===== config.mk =====
export PLATFORM = sky130hd
export DESIGN_NAME = pcmq_ctrl
export DESIGN_NICKNAME = d
export VERILOG_FILES = /design/src/rtl/core/assert_macros.svh /design/src/rtl/core/pcmq_pkg.sv /design/src/rtl/core/pcmq_ctrl.sv
export SDC_FILE = /design/constraint.sdc
export NUM_CORES = 1
export LEC_CHECK = 0
export BUFFER_PORTS_ARGS = -buffer_cell sky130_fd_sc_hd__buf_4
export CORE_AREA = 2 2 39 41
export CTS_BUF_LIST = sky130_fd_sc_hd__clkbuf_4
export CTS_CLUSTER_SIZE = 28
export DETAILED_ROUTE_END_ITERATION = 7
export DIE_AREA = 0 0 41 43
export GPL_ROUTABILITY_DRIVEN = 0
export PLACE_DENSITY = 0.62
export SYNTH_ARGS = -nofsm -noshare
export SYNTH_HDL_FRONTEND = slang
export SYNTH_SLANG_ARGS = --single-unit

===== constraint.sdc =====
create_clock -name clk -period 1.1 [get_ports clk]
set_clock_uncertainty 0.15 [all_clocks]
set_input_delay 0.055 -clock clk [delete_from_list [all_inputs] [get_ports clk]]
set_output_delay 0.055 -clock clk [all_outputs]
set_load 0.01 [all_outputs]

===== src/rtl/core/assert_macros.svh =====
// Assertion macros shared by the RTL.
// Depends on nothing; define NO_ASSERTIONS to drop every check.
`ifndef ASSERT_MACROS_SVH
`define ASSERT_MACROS_SVH
`ifndef NO_ASSERTIONS
`define ASSERT_IMPLIES(label, clk, rst_n, pre, post) \
  label: assert property (@(posedge clk) disable iff (!rst_n) (pre) |-> (post)) \
    else $error("assertion failed");
`define ASSERT_NEXT(label, clk, rst_n, pre, post) \
  label: assert property (@(posedge clk) disable iff (!rst_n) (pre) |=> (post)) \
    else $error("assertion failed");
`else
`define ASSERT_IMPLIES(label, clk, rst_n, pre, post)
`define ASSERT_NEXT(label, clk, rst_n, pre, post)
`endif
`endif


===== src/rtl/core/pcmq_pkg.sv =====
// Shared types and constants of the palette colour-math quantiser.
// Depends on nothing.
`default_nettype none
package pcmq_pkg;
  localparam logic [3:0] MODE_WRITE   = 4'd0;
  localparam logic [3:0] MODE_REBUILD = 4'd1;
  localparam logic [3:0] MODE_NEAREST = 4'd2;
  localparam logic [3:0] MODE_ADD     = 4'd3;
  localparam logic [3:0] MODE_ADDH    = 4'd4;
  localparam logic [3:0] MODE_SUB     = 4'd5;
  localparam logic [3:0] MODE_SUBH    = 4'd6;
  localparam logic [3:0] MODE_FADD    = 4'd7;
  localparam logic [3:0] MODE_FSUBH   = 4'd10;
  localparam logic [4:0] CHAN_MAX     = 5'd31;

  typedef struct packed {
    logic pal_wr;
    logic pal_rd;
    logic blend_ld;
    logic grid_rd;
    logic res_ld;
    logic rb_start;
    logic clear_step;
  } pcmq_cmd_t;

  typedef struct packed {
    logic rb_done;
    logic clear_done;
  } pcmq_sts_t;

  function automatic logic [4:0] blend_chan(input logic [1:0] op, input logic [4:0] a,
                                            input logic [4:0] b);
    logic [5:0] s;
    logic [5:0] d;
    begin
      s = {1'b0, a} + {1'b0, b};
      d = (a > b) ? ({1'b0, a} - {1'b0, b}) : 6'd0;
      case (op)
        2'd0:    blend_chan = s[5] ? CHAN_MAX : s[4:0];
        2'd1:    blend_chan = s[5:1];
        2'd2:    blend_chan = d[4:0];
        default: blend_chan = d[5:1];
      endcase
    end
  endfunction
endpackage
`default_nettype wire


===== src/rtl/core/pcmq_ctrl.sv =====
// Controller state machine sequencing each command through the datapath.
// Depends on pcmq_pkg.
`default_nettype none
module pcmq_ctrl
  import pcmq_pkg::*;
#(
  parameter int PALETTE_ENTRIES = 256
) (
  input  wire logic       clk,
  input  wire logic       rst_n,
  input  wire logic       start,
  input  wire logic [3:0] mode,
  input  wire logic [7:0] main_index,
  input  wire pcmq_sts_t  sts,
  output pcmq_cmd_t       cmd,
  output logic            busy,
  output logic            out_valid,
  output logic            out_grid_stale
);
  localparam logic [2:0] ST_CLEAR = 3'd0;
  localparam logic [2:0] ST_IDLE  = 3'd1;
  localparam logic [2:0] ST_BLEND = 3'd2;
  localparam logic [2:0] ST_GRID  = 3'd3;
  localparam logic [2:0] ST_RES   = 3'd4;
  localparam logic [2:0] ST_RB    = 3'd5;
  localparam logic [2:0] ST_OUT   = 3'd6;

  logic [2:0] state_r, state_nxt;
  logic       stale_r, stale_nxt;
  logic       vld_r, vld_nxt;

  always_comb begin
    state_nxt = state_r;
    stale_nxt = stale_r;
    vld_nxt   = 1'b0;
    cmd       = '0;
    unique case (state_r)
      ST_CLEAR: begin
        cmd.clear_step = 1'b1;
        if (sts.clear_done) begin
          state_nxt = ST_IDLE;
        end
      end
      ST_IDLE: begin
        if (start) begin
          cmd.pal_rd = 1'b1;
          if (mode == MODE_WRITE) begin
            cmd.pal_wr = 1'b1;
            if ({24'd0, main_index} < PALETTE_ENTRIES) begin
              stale_nxt = 1'b1;
            end
            state_nxt = ST_RES;
          end else if (mode == MODE_REBUILD) begin
            cmd.rb_start = 1'b1;
            state_nxt    = ST_RB;
          end else begin
            state_nxt = ST_BLEND;
          end
        end
      end
      ST_BLEND: begin
        cmd.blend_ld = 1'b1;
        state_nxt    = ST_GRID;
      end
      ST_GRID: begin
        cmd.grid_rd = 1'b1;
        state_nxt   = ST_RES;
      end
      ST_RB: begin
        if (sts.rb_done) begin
          stale_nxt = 1'b0;
          state_nxt = ST_RES;
        end
      end
      ST_RES: begin
        cmd.res_ld = 1'b1;
        state_nxt  = ST_OUT;
      end
      ST_OUT: begin
        vld_nxt   = 1'b1;
        state_nxt = ST_IDLE;
      end
      default: state_nxt = ST_IDLE;
    endcase
  end

  always_ff @(posedge clk) begin
    if (!rst_n) begin
      state_r <= ST_CLEAR;
      stale_r <= 1'b1;
      vld_r   <= 1'b0;
    end else begin
      state_r <= state_nxt;
      stale_r <= stale_nxt;
      vld_r   <= vld_nxt;
    end
  end

  assign busy           = (state_r != ST_IDLE);
  assign out_valid      = vld_r;
  assign out_grid_stale = stale_r;
endmodule
`default_nettype wire


# [Word level (Yosys, flattened, before mapping)]
# Cells that the tools add are included.
[classes] eq_ne=12 muxes=22 reduce_logical=5
[op_table] operator="$pmux 3 s6" n=1
[op_table] operator="$mux 3" n=5
[op_table] operator="$mux 1" n=13
[op_table] operator="$eq 3x3->1 const B" n=3
[op_table] operator="$ne 2x2->1 const B" n=4
[op_table] operator="$eq 3x2->1 const B" n=2
[op_table] operator="$eq 4x1->1 const B" n=1
[op_table] operator="$logic_not 4->1" n=1
[op_table] operator="$mux 2" n=2
[op_table] operator="$reduce_and 4->1" n=1
[op_table] operator="$eq 3x1->1 const B" n=1
[op_table] operator="$logic_not 3->1" n=1
[op_table] operator="$ne 3x1->1 const B" n=1
[op_table] operator="$reduce_and 3->1" n=1
[op_table] operator="$pmux 1 s2" n=1
[op_table] operator="$reduce_bool 2->1" n=1
[totals] register_bits=5 input_bits=17 out_inout_bits=10 wordCells=42

# [Logic depth before layout (Yosys ltp)]
[depth] ltp_word=5 mapped_depth=4

# [Worst setup path after synthesis]
# OpenSTA, ideal clock, no wires.
[synth_path] path_kind="register -> output" startpoint="register state_r[1]" endpoint="output cmd[1] (netlist name)" t_arrival_ps=1075 slack_ps=-180 path_stages_with_launch=4 path_buffers=1 path_cell_list="dfxtp_1 -> buf_4 -> nor3_1 -> and3_2"
[synth_rtl] item="start, declared" line_no="pcmq_ctrl.sv:28" source="logic [2:0] state_r, state_nxt;"
[synth_rtl] item="start signal, assigned" line_no="pcmq_ctrl.sv:93" source="state_r <= state_nxt;"
[synth_rtl] item="end, declared" line_no="pcmq_ctrl.sv:15" source="output pcmq_cmd_t cmd,"

==> results.md <==
* Failing checks: negative hold slack, negative setup slack
* Reg2Reg Depth at 4
* ANT nets after route at 0
* Worst Tran Pin Value at 241 ps
* Syn Area/Cell at 8.23 sq um
* Worst Slack Setup Final at -259 ps
* Slowest stage cell, crit path: dfxtp_4
* Fmax at 736 MHz
* Clock-pin slew on the worst setup and hold paths at 50 ps
* Die X at 41 um
* Grt total ovfl at 0
* Die area at 1760 sq um
* CP Class: flop to output pin
* Final Hold Violating Endpoints at 2
* Final wirelength at 1040 um
* Port Buffer Count at 18
* Root Driver: clkbuf_4
* WL per Instance at 11.2 um
* CP max stage delay at 380 ps
* Num CTS Buffers at 3
* Crit path max-delay family: flip-flops
* DR vias/cell at 4.51
* Crit path to: cmd[1]
* Critical path depth in cells at 4
* Final core occ at 0.548
* Hold crit path type: primary input to flop
* GRT Overall Usage at 0.147
* Crit share post-route at 1.24
* Pleak at 0.356 nW
* Reg2Reg Launch Point: state_r[1]$_SDFFE_PN0P_
* Fin cells at 93
* Clk buf depth at 2
* Crit path top cell by count: buf_6
* Worst skew pair latency at 250 ps
* Crit path from: state_r[1]$_SDFFE_PN0P_
* Row count at 14
* Synthesized area at 329 sq um
* Setup crit start kind: flop
* Pwr per Cell Area at 989 nW/um^2
* Crit path max fanout at 8
* Placed cells at 82
* Post-synthesis sequential area ratio at 0.304
* Run status: finished with violations
* #FFs+latches synth at 5
* Mapped Cells at 40
* Vias post-DR at 419
* Yosys warns at 0
* RSZ-0062 raised after global routing: true
* CP endpoint kind: output pin
* Reg2reg end: state_r[1]$_SDFFE_PN0P_
* Final Hold Slack at -44.2 ps
* Design Power at 0.750 mW
* Syn Nets at 57
* Post-DP HPWL at 761 um
* Unique masters post-synth at 25
* H-tree Lvls at 1
* Iteration-0 DRC Markers at 3
* Vias in the first global route at 400
* Layout area overhead at 130%
* Antenna violations before repair at 0
* Hold-fix buffers at CTS at 4
* Die H at 43 um
* CTS tree: done
* Fin area at 758 sq um
* First-pass DRT Iterations at 4
* Final setup fails at 12
* Largest net degree at the start of global routing at 9
* Worst reg2reg setup slack at -160 ps
* Starting density of the core at 0.238
* Shortest period the worst path allows at 1360 ps
* Max_slew headroom at 0.838
* Final-stage net count at 95
* DRC errors left at 0
* ANT cells at 0
* Max-cap violations at 0
* Worst Path Arrival at 1150 ps
* Sink Count at 5
* Fraction of layout cells with a size suffix above 1 at 0.688
* Placed cell area at 584 sq um
* Critical path cell sequence: buf_6, nor3_4, and3_4, buf_6
* Core area at 1380 sq um
* Worst Path Buf+Inv at 2
* Peak VDD IR at 782 uV
* # IOs at 27
* Pins Over Slew Limit at 0
* Worst path required time at 890 ps
* First-pass GRT wire length at 1730 um
## cells by family (layout without fill, tap and decap cells)
family / Yosys count / in the layout / share of synthesized area
DFF: 5 / 5 / 0.304
AOI/OAI and AO/OA: 9 / 9 / 0.217
and+or+nand+nor: 21 / 21 / 0.396
buffers and inverters: 5 / 42 / 0.0836
## placed cells by master, fill, tap and decap left out, types with 2 or more instances in the layout
| master | instances |
|---|---|
| dlygate4sd3_1 | 3 |
| nor2_1 | 2 |
| nor2_4 | 2 |
| nor3_4 | 2 |
| buf_4 | 21 |
| nand2_1 | 4 |
| dfxtp_1 | 2 |
| buf_6 | 11 |
| dfxtp_4 | 3 |
| nand4_1 | 2 |
| inv_1 | 2 |
| clkbuf_4 | 4 |
## metal layers
layer | track usage | wire [um] | vias to the layer above | part of all wire
li1 | - | - | 220 | -
met1 | 0.199 | 455 | 187 | 0.44
met2 | 0.209 | 537 | 10 | 0.52
met3 | 0.0471 | 35 | 2 | 0.034
met4 | 0.0600 | 14 | 0 | 0.013
met5 | 0 | 0 | - | 0
## through the flow
step	setup WS, ps	TNS (ps)
after floorplan	-45.7	-90.0
after global placement	-72.4	-319
after detailed placement	-94.7	-429
after CTS	-259	-1980
after global routing	-308	-2550
final	-259	-1910
## worst min-delay path, delay by kind of cell
family          cells  cell delay, ps
buf+inv             1              90
compound gates      1              60
simple gates        2              90
## report_power, final
part / total, mW / switching (mW) / internal [mW]
logic: 0.289 / 0.111 / 0.178
clock network: 0.244 / 0.0814 / 0.162
registers: 0.217 / 0.0240 / 0.193
## cells in the mapped netlist
| library cell | instances | area [sq um] |
|---|---|---|
| buf_4 | 2 | 15.0 |
| nor3_1 | 2 | 10.0 |
| and4bb_4 | 1 | 16.3 |
| nor3_4 | 1 | 16.3 |
| o211a_1 | 1 | 10.0 |
| nor2_1 | 3 | 11.3 |
| nor2_2 | 1 | 6.26 |
| o21ai_0 | 1 | 5.00 |
| inv_1 | 2 | 7.51 |
| a221oi_2 | 1 | 15.0 |
| o22ai_1 | 1 | 6.26 |
| dfxtp_1 | 5 | 100 |
| buf_2 | 1 | 5.00 |
| nand4_1 | 2 | 12.5 |
| o31ai_1 | 1 | 7.51 |
| nand2b_1 | 1 | 6.26 |
| nor2b_1 | 1 | 6.26 |
| o32a_1 | 1 | 10.0 |
| a21oi_1 | 1 | 5.00 |
| and3_2 | 1 | 7.51 |
| nor3b_1 | 1 | 7.51 |
| o211ai_1 | 1 | 7.51 |
| o21ai_1 | 1 | 5.00 |
| nand2_1 | 6 | 22.5 |
| or2b_1 | 1 | 7.51 |
## area by class of cell
type,instances,area (sq um)
well taps,16,20.0
multi-input cells,30,265
clock buffers,4,30.0
fillers,114,626
repair buffers,36,324
inverters,2,7.51
flip-flops and latches,5,111
## state kept, by name (all words and copies together), names as in the netlist
name / count
out_grid_stale: 1
out_valid: 1
state_r: 3
## repair_timing
item / in CTS / in global routing
setup buffers: 3 / 1
resized for setup: 19 / 3
cloned: 0 / 0
endpoints found under the setup margin: 12 / 12
hold endpoints to repair: 4 / 1
pin swaps: 6 / 2
## how the worst min path moves through the flow
stage | from | to | slack (ps) | cells past startpoint
6_report | mode[2] | state_r[2]$_SDFFE_PN0P_ | -40 | 4
5_1_grt | mode[1] | state_r[2]$_SDFFE_PN0P_ | -20 | 4
4_1_cts | mode[2] | state_r[2]$_SDFFE_PN0P_ | -50 | 4
3_5_place_dp | rst_n | state_r[1]$_SDFFE_PN0P_ | 170 | 2
3_3_place_gp | rst_n | state_r[1]$_SDFFE_PN0P_ | 180 | 2
2_1_floorplan | rst_n | out_valid$_SDFF_PN0_ | 30 | 2
Power figures use the tool's default switching activity.
